`config.mk`:
```
export PLATFORM = sky130hd
export DESIGN_NAME = dsmm_ram
export DESIGN_NICKNAME = d
export VERILOG_FILES = /design/src/sv/dsmm_ram.sv
export SDC_FILE = /design/constraint.sdc
export NUM_CORES = 2
export LEC_CHECK = 0
export BUFFER_PORTS_ARGS = -buffer_cell sky130_fd_sc_hd__buf_2
export CAP_MARGIN = 5
export CORE_ASPECT_RATIO = 0.75
export CORE_MARGIN = 2
export CORE_UTILIZATION = 25
export CTS_CLUSTER_SIZE = 30
export DETAILED_ROUTE_END_ITERATION = 7
export MAX_ROUTING_LAYER = met4
export RECOVER_POWER = 50
export SYNTH_ARGS = -nofsm -noshare
export SYNTH_HDL_FRONTEND = slang
export SYNTH_SLANG_ARGS = --single-unit
```
`constraint.sdc`:
```
create_clock -name i_clk -period 8.1 [get_ports i_clk]
set_input_delay 0 -clock i_clk [delete_from_list [all_inputs] [get_ports i_clk]]
set_output_delay 0 -clock i_clk [all_outputs]
set_load 0.01 [all_outputs]
```
`src/sv/dsmm_ram.sv`:
```
module dsmm_ram #(
    parameter int WIDTH = 32,
    parameter int DEPTH = 64,
    parameter int AW    = 6
) (
    input  logic             i_clk,
    input  logic             i_we,
    input  logic [AW-1:0]    i_waddr,
    input  logic [WIDTH-1:0] i_wdata,
    input  logic [AW-1:0]    i_raddr,
    output logic [WIDTH-1:0] o_rdata
);

    logic [WIDTH-1:0] r_mem [DEPTH];
    logic [WIDTH-1:0] r_rdata;

    always_ff @(posedge i_clk) begin
        if (i_we) begin
            r_mem[i_waddr] <= i_wdata;
        end
        r_rdata <= r_mem[i_raddr];
    end

    assign o_rdata = r_rdata;

endmodule

```
-- Yosys cells after proc, flatten, opt, wreduce, memory -nomap -nowiden
Memories as Yosys holds them, arrays and structs flattened. A register that Yosys moved wholly into a read port is not among the register bits.
Cells that the tools add are included.
- register bits after elaboration: 0
- RAM bits: 2048
- input bits: 46
- output and inout port bits: 32
- word-level logic and storage cells: 3
- memories: 1
- memories (name ; depth ; bits a word ; read ports ; clocked after memory_dff ; write ports ; line ; RTL):
    r_mem ; 64 ; 32 ; 1 ; 1 ; 1 ; 14 ; logic [WIDTH-1:0] r_mem [DEPTH];
- muxes and demuxes: 2
- operators with widths (kind ; number):
    1-bit 2-to-1 mux ; 2

-- Depth between registers and ports, before layout
- depth in word-level cells: 2
- mapped depth: 10

-- Least setup slack after synthesis
No wires, ideal clock.
- path type: input-to-reg
- from: input i_waddr[3]
- to: memory r_mem[48][0] (enable)
- arrival: 2.699 ns
- setup slack: 4.940 ns
- stages on the path: 4
- cell sequence: clkbuf_1 > nor2b_1 > nand4b_1 > nor3_1
- RTL lines (element ; line ; RTL):
    start, declared ; 8 ; input logic [AW-1:0] i_waddr,
    end, declared ; 14 ;
No word-level cell before the write port.

-- Worst setup path after layout
- from: input i_wdata[16]
- to: memory r_mem[16][16] (data pin)
- RTL lines (element ; line ; RTL):
    start, declared ; 9 ; input logic [WIDTH-1:0] i_wdata,
No word-level cell before the write port.

==> results_dict.tcl <==
set metrics [dict create \
    reg2reg_from "r_mem[43][7]$_DFFE_PP_" \
    nFillCells 30232 \
    met3RoutedLength_um 20400 \
    io_pins 78 \
    crit_start "i_wdata[16]" \
    grt_start_max_net_pins 104 \
    drc 0 \
    clkTransAtPathRegs_ns 0.07 \
    synth-edff-count 2048 \
    vias_per_cell 4.75 \
    die_x_um 651 \
    core_area_um2 313000 \
    synth_ff_type "edfxtp_1" \
    num_rows 178 \
    cp.required_ns 8.13 \
    place_area_um2 84700 \
    start_util 0.251 \
    netlist_area_um2 78500 \
    max_slew_margin -1.60 \
    register_area_um2 62100 \
    htree_levels 4 \
    drv_slew 2197 \
    routedWlPerCell_um 26.9 \
    layout_setup_ws_ns 4.67 \
    vdd_drop_max_mv 0.231 \
    crit_path_end_kind "register" \
    r2r_cells 4 \
    fmax_mhz 292 \
    worstHoldPathType "primary input to register" \
    design_area_um2 91300 \
    syn_inst 3324 \
    highest_layer "met4" \
    syn-mean-instance-area_um2 23.6 \
    cts_tree "built" \
    detail-route-antenna-nets 0 \
    rsz0062_at_grt "false" \
    final_layout_size_suffix_gt1_frac 0.278 \
    crit_type "primary input to register" \
    max-cap-violations 36 \
    portBuffers 77 \
    worst_pin_slew_ns 3.90 \
    drtPass1Iterations 6 \
    status "finished with violations" \
    synth_seq_cells 2080 \
    violations "capacitance limit, slew limit" \
    yosysWarningCount 0 \
    wl_met2_um 96400 \
    grt_antenna_before_repair 20 \
    p_leak_nw 27.4 \
    hold_viol 0 \
    die-area_um2 319000 \
    clock_sinks 2080 \
    grt_use_total 0.134 \
    syn_nets 3370 \
    period_needed_ns 3.43 \
    dp_slack_ns 4.20 \
    rrSetupSlack_ns 5.73 \
    grt_pass1_wl_um 293000 \
    insertion_delay_ns 0.83 \
    finClkSkew_ns 0.0342 \
    finalSetupViolCount 0 \
    multiInputGateArea_um2 15900 \
    worstReg2RegEnd "o_rdata[7]$_DFF_P_" \
    totalWireLength_um 212000 \
    fin_crit_sh 0.423 \
    clockBufferDepth 3 \
    area_growth_pct 16.3 \
    ys_async_sr_fraction 0 \
    num_vias 37473 \
    power.total_mw 22.3 \
    met1_length_um 89600 \
    dp_hpwl_um 114000 \
    grt_pass1_vias 36707 \
    fp.dieH_um 489 \
    startpoint_type "primary input" \
    ys_seq_area_frac 0.791 \
    drt_iter0_drc 5412 \
    gr-total-overflow 0 \
    critPathArrivalTime_ns 3.46 \
    crit_path_end "r_mem[16][16]$_DFFE_PP_" \
    root_buffer "clkbuf_16" \
    nets 3624 \
    finalSetupTns_ns 0 \
    p_per_area_nw_per_um2 244 \
    synth_cell_types 34 \
    gp_congestion 0.777 \
    critPathMaxFanout 64 \
    cts_buffers 195 \
]
-- cell usage after synthesis, types with 4 or more instances --
master / instances / area share
a311oi_1: 8 / 0.00089
mux2i_1: 93 / 0.012
a41o_1: 4 / 0.00051
buf_6: 5 / 0.00072
o221ai_1: 27 / 0.0030
mux4_2: 544 / 0.16
nor2b_1: 15 / 0.0012
o32ai_1: 4 / 0.00045
dfxtp_1: 32 / 0.0082
a22oi_1: 12 / 0.0011
nor3_1: 7 / 0.00045
buf_1: 21 / 0.0010
nand2_1: 26 / 0.0012
clkbuf_1: 74 / 0.0035
nand3_1: 5 / 0.00032
nand2b_1: 8 / 0.00064
edfxtp_1: 2048 / 0.78
buf_2: 57 / 0.0036
a21oi_1: 62 / 0.0040
and3_1: 4 / 0.00032
o22ai_1: 84 / 0.0067
buf_4: 25 / 0.0024
nor2_1: 137 / 0.0065
nand3b_1: 5 / 0.00048
-- flip-flops by register name, indices dropped and copies added (netlist names) --
register,flops
o_rdata,32
r_mem,2048
-- logic make-up after synthesis --
kind of cell,count (synthesis),synth area share
flops,2080,0.791
mux,637,0.168
simple gates,223,0.0127
compound gates,202,0.0167
buf+inv,182,0.0113
-- per-stage QoR --
stage	instances	utilization	hold slack, ns
2_1_floorplan	3324	-	0.0989
3_3_place_gp	7484	0.271	0.405
3_5_place_dp	7484	0.271	0.417
4_1_cts	7873	0.292	0.0552
5_1_grt	7883	0.292	0.112
6_report	7888	0.292	0.135
-- critical path, stage by stage --
cell and delay, ns:
dlygate4sd3_1 0.52, buf_2 0.10, clkbuf_1 2.57
-- worst min-delay path by stage --
stage,startpoint,to,slack (ns),cells after the start
6_report,i_waddr[2],r_mem[49][31]$_DFFE_PP_,0.14,3
5_1_grt,i_waddr[2],r_mem[49][31]$_DFFE_PP_,0.11,3
2_1_floorplan,i_wdata[0],r_mem[0][0]$_DFFE_PP_,0.1,0
4_1_cts,i_wdata[26],r_mem[4][26]$_DFFE_PP_,0.06,1
3_3_place_gp,o_rdata[27]$_DFF_P_,o_rdata[27],0.41,1
3_5_place_dp,o_rdata[27]$_DFF_P_,o_rdata[27],0.42,1
-- power by group --
part	switching (mW)	internal [mW]
registers	0.0668	11.9
clock network	3.92	5.19
logic	0.736	0.396
-- timing repair --
action                                  4_1_cts  5_1_grt
endpoints found under the hold margin      1818       64
endpoints found under the setup margin        0        0
buffers inserted                              0        0
hold buffers                                 35        1
gates resized for setup                       0        0
-- final cells by class --
cell class	instances	share of cell area
flip-flops and latches	2080	0.681
well taps	4140	0.0567
multi-input cells	1062	0.175
repair buffers	239	0.0184
clock inverters	104	0.0121
clock buffers	250	0.0572
diodes	13	0.000356
-- layer usage --
metal	vias up	GRT usage
met3	284	0.0290
met4	0	0.0366
met5	-	-
met1	20479	0.186
li1	14803	-
met2	1907	0.197
-- layout by cell type (no fill, tap or decap), drive strengths merged, types with 36 or more instances in the layout --
| cell type | n |
|---|---|
| o22ai | 84 |
| edfxtp | 2048 |
| dlygate4sd3 | 36 |
| mux2i | 93 |
| buf | 160 |
| a21oi | 62 |
| nor2 | 137 |
| mux4 | 544 |
| clkbuf | 293 |
| clkinv | 75 |
(Power assumes the default switching activity.)
