**config.mk**
```make
export PLATFORM = sky130hd
export DESIGN_NAME = dsmm_div
export DESIGN_NICKNAME = d
export VERILOG_FILES = /design/src/sv/dsmm_div.sv
export SDC_FILE = /design/constraint.sdc
export NUM_CORES = 1
export LEC_CHECK = 0
export BUFFER_PORTS_ARGS = -buffer_cell sky130_fd_sc_hd__buf_4
export CORE_MARGIN = 3
export CORE_UTILIZATION = 51
export CTS_CLUSTER_DIAMETER = 120
export CTS_CLUSTER_SIZE = 10
export DETAILED_ROUTE_END_ITERATION = 16
export PLACE_DENSITY = 0.77
export SLEW_MARGIN = 30
export SYNTH_ARGS = -nofsm -noshare
export SYNTH_HDL_FRONTEND = slang
export SYNTH_SLANG_ARGS = --single-unit
```
**constraint.sdc**
```tcl
create_clock -name i_clk -period 3.3 [get_ports i_clk]
set_clock_uncertainty 0.15 [all_clocks]
set_input_delay 0.495 -clock i_clk [delete_from_list [all_inputs] [get_ports i_clk]]
set_output_delay 0.495 -clock i_clk [all_outputs]
set_load 0.01 [all_outputs]
```
**src/sv/dsmm_div.sv**
```systemverilog
module dsmm_div #(
    parameter int NW = 38,
    parameter int DW = 8
) (
    input  logic          i_clk,
    input  logic          i_rst_n,
    input  logic          i_start,
    input  logic [NW-1:0] i_num,
    input  logic [DW-1:0] i_den,
    output logic          o_done,
    output logic [NW-1:0] o_quo
);

    localparam int CNTW = $clog2(NW + 1);

    logic [DW:0]     r_rem, n_rem;
    logic [NW-1:0]   r_quo, n_quo;
    logic [DW-1:0]   r_den, n_den;
    logic [CNTW-1:0] r_cnt, n_cnt;
    logic            r_busy, n_busy;
    logic            r_done, n_done;
    logic [DW:0]     rem_sh;

    always_ff @(posedge i_clk) begin
        if (!i_rst_n) begin
            r_busy <= 1'b0;
            r_done <= 1'b0;
        end else begin
            r_busy <= n_busy;
            r_done <= n_done;
        end
        r_rem <= n_rem;
        r_quo <= n_quo;
        r_den <= n_den;
        r_cnt <= n_cnt;
    end

    // restoring division, one quotient bit per cycle
    always_comb begin
        n_rem  = r_rem;
        n_quo  = r_quo;
        n_den  = r_den;
        n_cnt  = r_cnt;
        n_busy = r_busy;
        n_done = 1'b0;
        rem_sh = {r_rem[DW-1:0], r_quo[NW-1]};
        if (i_start) begin
            n_rem  = '0;
            n_quo  = i_num;
            n_den  = i_den;
            n_cnt  = CNTW'(NW);
            n_busy = 1'b1;
        end else if (r_busy) begin
            if (rem_sh >= {1'b0, r_den}) begin
                n_rem = rem_sh - {1'b0, r_den};
                n_quo = {r_quo[NW-2:0], 1'b1};
            end else begin
                n_rem = rem_sh;
                n_quo = {r_quo[NW-2:0], 1'b0};
            end
            n_cnt = r_cnt - CNTW'(1);
            if (r_cnt == CNTW'(1)) begin
                n_busy = 1'b0;
                n_done = 1'b1;
            end
        end
    end

    assign o_done = r_done;
    assign o_quo  = r_quo;

endmodule

```
# Word-level counts from Yosys, hierarchy flattened
# Cells that the tools add are included.
# classes
addsub,2
n_lt_le_gt_ge,1
eq_ne,1
muxes,8
n_bitwise,2
n_reduce_logical,2
# ops
operator,n
$mux W38,2
$ge A9 B8 Y1,1
$mux W8,1
$sub A8 B8 Y8,1
$eq A6 B1 Y1 const B,1
$sub A6 B1 Y6 const B,1
$mux W1,5
$reduce_or A3 Y1,1
$not A1 Y1,2
$reduce_bool A2 Y1,1
# totals
reg_bits,62
in_bits,49
output_inout_bits,39
elab_cells,22

# Logic depth before layout (Yosys ltp)
# Gate-level depths: netlist (run 1).
# logic_depth
ltp_word,4
ltp_mapped,9
ltp_nobuf,8

# Worst setup path after synthesis (run 1)
# OpenSTA, ideal clock, no wires.
# synth_path
path_type,input to register
startpoint,input port i_start
endpoint,"register r_quo[0], in the netlist o_quo[0] (enable)"
setup_time_ps,392
t_arrival_ps,1946
required_ps,2758
slack_ps,812
stages,4
n_path_buf,2
cell_sequence,clkbuf_1 -> buf_1 -> nor2_1 -> inv_1
# synth_via
elab_chain_cells,1
# synth_rtl
item,line,source
"start, declared",7,"input logic i_start,"
$reduce_bool A2 Y1 (no source line),--,
"end signal, assigned",33,r_quo <= n_quo;
"end, declared",17,"logic [NW-1:0] r_quo, n_quo;"
# Every way passes these cells.
# A chain may end at the register's enable or synchronous reset.

# Final worst setup path (run 1)
# layout_path
startpoint,register r_rem[5]
endpoint,register r_rem[3]
# layout_via
elab_chain_cells,2
# layout_rtl
item,line,source
"start, declared",16,"logic [DW:0] r_rem, n_rem;"
"start signal, assigned",32,r_rem <= n_rem;
$ge A9 B8 Y1,54,"if (rem_sh >= {1'b0, r_den}) begin"
$mux W8,54,
# Every way passes these cells.

==> results.py, run 1 <==
metrics = {
    "clocking": {
        "cts_resized": 0,
        "cts_tree": "yes",
        "ctsHoldBuffers": 0,
        "clock_sinks": 62,
        "numCtsBuffers": 9,
        "insertion_delay_ns": 0.33,
        "cts-htree-levels": 3,
        "root_buffer": "clkbuf_8",
        "clock_path_buffers": 2,
        "postCtsSetupRepairBufs": 0,
        "path_clk_slew_ns": 0.06,
    },
    "timing": {
        "tns_ns": 0,
        "tightest_slew_ns": 0.735,
        "finalHoldViolations": 0,
        "fin_crit_ns": 2.33,
        "clock.fmax_ghz": 0.428,
        "setup_viol": 0,
        "slew_headroom_pct": 50.5,
        "drv_slew": 0,
        "fin_crit_sh_pct": 70.7,
        "rsz0062_at_grt": "false",
    },
    "drt": {
        "viasPerCell": 5.35,
        "drt-initial-drc-count": 205,
        "firstDrtPassIters": 4,
        "num_vias": 2157,
        "route.detailed.drc": 0,
        "routed_wl_mm": 6.36,
        "wl_per_cell_um": 15.8,
        "ant_nets": 0,
    },
    "floorplan": {
        "start_util_pct": 53.4,
        "die_w_um": 82.4,
        "ios": 88,
        "dieArea_um2": 6790,
        "num_rows": 27,
        "dieHeight_um": 82.4,
        "core-area_um2": 5570,
    },
    "worst_setup_path": {
        "critical_path_class": "reg -> reg",
        "crit_fanout": 9,
        "cp-start-kind": "register",
        "worstPathArrival_ns": 2.41,
        "worstPathRequired_ns": 3.38,
        "worstSetupEndpointType": "register",
    },
    "logic_synthesis": {
        "synth_edf_count": 46,
        "syn-cell-area_um2": 2980,
        "yosysWarnings": 0,
        "netlist_instances": 240,
        "ys_ff_latch": 62,
        "syn_nets": 300,
        "synth_top_area_share_pct": 46.4,
        "yosys.area.top_type": "edfxtp_1",
        "synth_cell_types": 39,
        "synth_seq_area_share_pct": 57.1,
        "synth-main-ff-cell": "edfxtp_1",
        "syn_area_per_cell_um2": 12.4,
        "synthArstFlopShare_pct": 0,
        "netlist_top_cells_area": "edfxtp_1 46%, mux2_2 14%, dfxtp_1 11%",
    },
    "place": {
        "post-dp-hpwl_mm": 4.59,
        "port_buffers": 87,
        "placedCellCount": 389,
        "gp_congestion": 0.832,
    },
    "pwr": {
        "p_leak_nw": 1.57,
        "p_int_w": 0.00145,
        "switching_share_pct": 24.5,
        "combPwrFrac_pct": 18.2,
        "power_frac_clock_pct": 31.3,
        "p_seq_share_pct": 50.5,
        "ir_drop_v": 0.000354,
        "pwr_density_cell_nw_per_um2": 498,
        "switchingPower_w": 0.000469,
    },
    "global_routing": {
        "grt.total_usage_pct": 20.6,
        "grt_max_degree": 60,
        "antenna_found_initial": 0,
        "overflow": 0,
        "grt_pass1_wl_mm": 10.2,
        "grt_pass1_vias": 2172,
    },
    "min_path": {
        "hold_class": "in -> reg",
    },
    "layout": {
        "fillers": 420,
        "final_common_cell": "buf_4",
        "antenna_cells": 0,
        "drive_gt1_share_pct": 41.7,
        "final_core_util_pct": 69.0,
        "final_cell_mix": "88 x buf_4, 46 x edfxtp_1, 37 x mux2_2",
        "num-nets-final": 388,
        "areaGrowthSynthToFinish_pct": 29.1,
        "fin_cells": 403,
    },
    "job": {
        "drv_cap": 0,
    },
    "outcome": {
        "status": "finished, final reports clean",
    },
}
## state kept, by name, summed over array words and instances (netlist names)
signal / count
r_cnt: 6
r_den: 8
o_quo: 38
r_busy: 1
o_done: 1
r_rem: 8
## power groups by stage
stage | combinational [W] | clock, W | sequential [W]
2_1_floorplan | 0.000177 | 0 | 0.000995
3_3_place_gp | 0.000342 | 0 | 0.000982
3_5_place_dp | 0.000351 | 0 | 0.000981
4_1_cts | 0.000351 | 0.000616 | 0.000968
5_1_grt | 0.000386 | 0.000642 | 0.000977
6_report | 0.000349 | 0.000600 | 0.000967
## kinds of logic after synthesis
family | share of synthesized area (%)
compound gates | 8.11
mux | 14.3
flops | 57.1
xor+xnor | 1.76
simple gates | 10.1
buf+inv | 3.70
fa+ha+maj | 4.87
## worst paths after layout
path                                  to  slack, ns     start  depth (start not counted)
worst max-delay path            r_rem[3]       0.97  r_rem[5]                          5
worst min-delay path            r_den[6]       0.19  i_den[6]                          1
worst max register to register  r_rem[3]       0.97  r_rem[5]                          5
worst min register to register  r_rem[6]       0.34  r_rem[6]                          2
## critical path, stage by stage, from the launching register on
cell and delay (ns):
dfxtp_1 0.35, ha_1 0.44, nand3_1 0.13, o21ai_0 0.62, o211ai_1 0.22, a311oi_1 0.33
## cell usage after synthesis (all sizes together) (2+ instances only)
cell type,instances
nand2,12
nor3,2
nand4,5
xnor2,5
buf,8
mux2,37
a311oi,3
o21bai,2
o211ai,5
ha,10
o21ai,7
dfxtp,16
o21a,3
a21oi,9
clkbuf,3
nor2b,3
inv,15
nor2,21
edfxtp,46
nand3,8
nand2b,6
## layout make-up
| class | instances | area [µm²] | share of cell area, % |
|---|---|---|---|
| Tap cell | 72 | 90.1 | 2.34 |
| Inverter | 15 | 56.3 | 1.46 |
| Clock inverter | 3 | 37.5 | 0.977 |
| Sequential cell | 62 | 1700 | 44.3 |
| Timing Repair Buffer | 88 | 661 | 17.2 |
| Clock buffer | 11 | 131 | 3.42 |
| Multi-Input combinational cell | 152 | 1170 | 30.3 |
## metal layers
metal,wire [µm],track usage (%),up-vias
li1,-,-,1055
met1,2680,26.0,985
met2,2980,30.9,100
met3,525,7.05,17
met4,170,11.0,0
met5,0,0,-
## through the flow
| step | total power, W | hold slack (ns) | area (µm²) | setup WS (ns) |
|---|---|---|---|---|
| after global placement | 0.00132 | 0.344 | 3670 | 0.971 |
| after detailed placement | 0.00133 | 0.339 | 3670 | 0.932 |
| after CTS | 0.00194 | 0.177 | 3840 | 1.00 |
| after floorplan | 0.00117 | 0.293 | 2980 | 0.812 |
| final | 0.00192 | 0.192 | 3840 | 0.966 |
| after global routing | 0.00200 | 0.175 | 3840 | 0.818 |
Note: power is estimated with default switching activity, not from simulation.
==> run 2, diff against run 1 <==
--- a/config.mk
+++ b/config.mk
@@ -7,11 +7,11 @@
 export LEC_CHECK = 0
 export BUFFER_PORTS_ARGS = -buffer_cell sky130_fd_sc_hd__buf_4
 export CORE_MARGIN = 3
-export CORE_UTILIZATION = 51
+export CORE_UTILIZATION = 46
 export CTS_CLUSTER_DIAMETER = 120
 export CTS_CLUSTER_SIZE = 10
 export DETAILED_ROUTE_END_ITERATION = 16
-export PLACE_DENSITY = 0.77
+export PLACE_DENSITY = 0.73
 export SLEW_MARGIN = 30
 export SYNTH_ARGS = -nofsm -noshare
 export SYNTH_HDL_FRONTEND = slang
==> constraint.sdc (replaced) <==
create_clock -name i_clk -period 2 [get_ports i_clk]
set_clock_uncertainty 0.15 [all_clocks]
set_input_delay 0.3 -clock i_clk [delete_from_list [all_inputs] [get_ports i_clk]]
set_output_delay 0.3 -clock i_clk [all_outputs]
set_load 0.01 [all_outputs]
==> results.py, run 2 (synthesized netlist as in run 1, its figures left out) <==
metrics = {
    "outcome": {
        "status": "complete, but fails checks",
        "violations": "setup timing",
    },
    "floorplan": {
        "num_rows": 28,
        "dieArea_um2": 7480,
        "ios": 88,
        "dieHeight_um": 86.5,
        "start_util_pct": 48.9,
        "die_w_um": 86.5,
        "core-area_um2": 6100,
    },
    "layout": {
        "areaGrowthSynthToFinish_pct": 47.4,
        "multiInputGateArea_um2": 1350,
        "largest_register_ffs": 38,
        "final_cell_mix": "119 x buf_4, 46 x edfxtp_1, 37 x mux2_2",
        "fillers": 431,
        "regArea_um2": 1700,
        "antenna_cells": 0,
        "drive_gt1_share_pct": 54.8,
        "final_common_cell": "buf_4",
        "num-nets-final": 429,
    },
    "worst_setup_path": {
        "crit_slowest_cell": "edfxtp_1",
        "worstPathRequired_ns": 2.08,
        "ff2ff_setup_slack_ns": -0.07,
        "critical_path_class": "reg -> reg",
        "reg2reg_from": "r_den[1]",
        "path_delay_family": "compound AO/OA/AOI/OAI gates",
        "cp-start-kind": "register",
        "worstSetupEndpointType": "register",
        "path_buf_inv": 2,
        "path_cells": "inv_2, ha_4, nor2b_4, o31ai_4, a21o_4, buf_4, nand3_2, a32o_1",
        "max_stage_delay_ns": 0.40,
        "reg2reg_to": "r_rem[1]",
        "ff2ff_path_depth": 8,
        "worstPathArrival_ns": 2.15,
        "crit_fanout": 6,
    },
    "min_path": {
        "hp-start": "i_rst_n",
        "hold_class": "in -> reg",
        "holdPathEnd": "r_busy",
        "whs_path_depth": 2,
    },
    "clocking": {
        "root_buffer": "clkbuf_8",
        "cts_tree": "yes",
        "numCtsBuffers": 9,
        "path_clk_slew_ns": 0.07,
        "insertion_delay_ns": 0.33,
        "clock_path_buffers": 2,
        "clock_sinks": 62,
        "cts-htree-levels": 3,
    },
    "drt": {
        "firstDrtPassIters": 4,
        "ant_nets": 0,
        "routed_wl_mm": 7.42,
        "route.detailed.drc": 0,
        "drt-initial-drc-count": 206,
        "viasPerCell": 5.34,
        "wl_per_cell_um": 16.5,
        "num_vias": 2397,
    },
    "timing": {
        "setup_viol": 6,
        "rsz0062_at_grt": "true",
        "finalHoldViolations": 0,
        "hold_ws_ns": 0.0614,
        "fin_crit_sh_pct": 104,
        "slew_headroom_pct": 62.7,
        "fin_ws_ns": -0.0720,
        "clock.fmax_ghz": 0.483,
        "drv_slew": 0,
        "fin_crit_ns": 2.07,
        "tightest_slew_ns": 0.552,
    },
    "global_routing": {
        "grt.total_usage_pct": 19.7,
        "antenna_found_initial": 0,
        "grt_pass1_wl_mm": 11.3,
        "grt_pass1_vias": 2454,
        "grt_max_degree": 54,
        "overflow": 0,
    },
    "place": {
        "port_buffers": 87,
        "gp_congestion": 0.823,
        "post-dp-hpwl_mm": 4.93,
    },
    "pwr": {
        "pwr_density_cell_nw_per_um2": 765,
        "p_leak_nw": 1.78,
        "ir_drop_v": 0.000605,
        "power_w": 0.00336,
    },
    "job": {
        "drv_cap": 0,
    },
}
run 2: changes by cell type in the layout (fill, tap and decap cells not counted), sizes merged:
| cell | change |
|---|---|
| clkinvlp | +4 |
| dlygate4sd3 | +8 |
| bufinv | -1 |
| buf | +33 |
| clkbuf | -1 |
run 2: timing repair:
item,in CTS,in global routing
gates resized for setup,9,23
setup endpoints to repair,7,8
setup buffers,0,6
gates cloned,0,0
pin swaps,4,14
hold buffers,8,0
endpoints found under the hold margin,8,0
run 2: stage by stage:
step	cell area [µm²]	TNS (ns)	utilization, %	setup WS, ns	instances
2_1_floorplan	3000	-0.00971	-	-0.00675	240
3_3_place_gp	3920	-0.0337	64.3	-0.0337	420
3_5_place_dp	3920	-0.249	64.3	-0.102	420
4_1_cts	4220	-0.00369	69.3	-0.00369	444
5_1_grt	4390	-0.622	72.0	-0.104	449
6_report	4390	-0.166	72.0	-0.0720	449
run 2: routing by layer:
| layer | part of all wire [%] | routed length [µm] | vias to the layer above | global-route usage (%) |
|---|---|---|---|---|
| li1 | - | - | 1140 | - |
| met1 | 39 | 2910 | 1155 | 23.1 |
| met2 | 51 | 3810 | 92 | 33.2 |
| met3 | 8.2 | 605 | 10 | 6.27 |
| met4 | 1.4 | 102 | 0 | 8.07 |
| met5 | 0 | 0 | - | 0 |
run 2: cell type report:
class	count	area share [%]
Clock buffer	10	3.13
Multi-Input combinational cell	152	30.7
Inverter	15	1.37
Timing Repair Buffer	129	22.9
Tap cell	75	2.14
Sequential cell	62	38.8
Clock inverter	6	1.03
run 2: report_power, final:
| group | internal, W | switching (W) | total, W |
|---|---|---|---|
| sequential | 0.00152 | 0.0000734 | 0.00159 |
| combinational | 0.000423 | 0.000333 | 0.000756 |
| clock | 0.000487 | 0.000520 | 0.00101 |
| total | 0.00243 | 0.000926 | 0.00336 |
run 2: worst register-to-register path: stages, from the launching register on:
cell and delay (ns):
edfxtp_1 0.40, inv_2 0.09, ha_4 0.20, nor2b_4 0.13
o31ai_4 0.35, a21o_4 0.21, buf_4 0.12, nand3_2 0.08
a32o_1 0.23
run 2: how the worst max path moves through the flow:
stage / startpoint / end / slack (ns) / cells after the start
3_3_place_gp: r_den[1] / r_rem[4] / -0.03 / 8
4_1_cts: r_den[2] / r_rem[4] / -0.004 / 7
5_1_grt: r_den[5] / r_rem[4] / -0.10 / 7
3_5_place_dp: r_den[1] / r_rem[4] / -0.10 / 8
6_report: r_den[1] / r_rem[1] / -0.07 / 8
2_1_floorplan: r_den[1] / r_rem[1] / -0.007 / 7
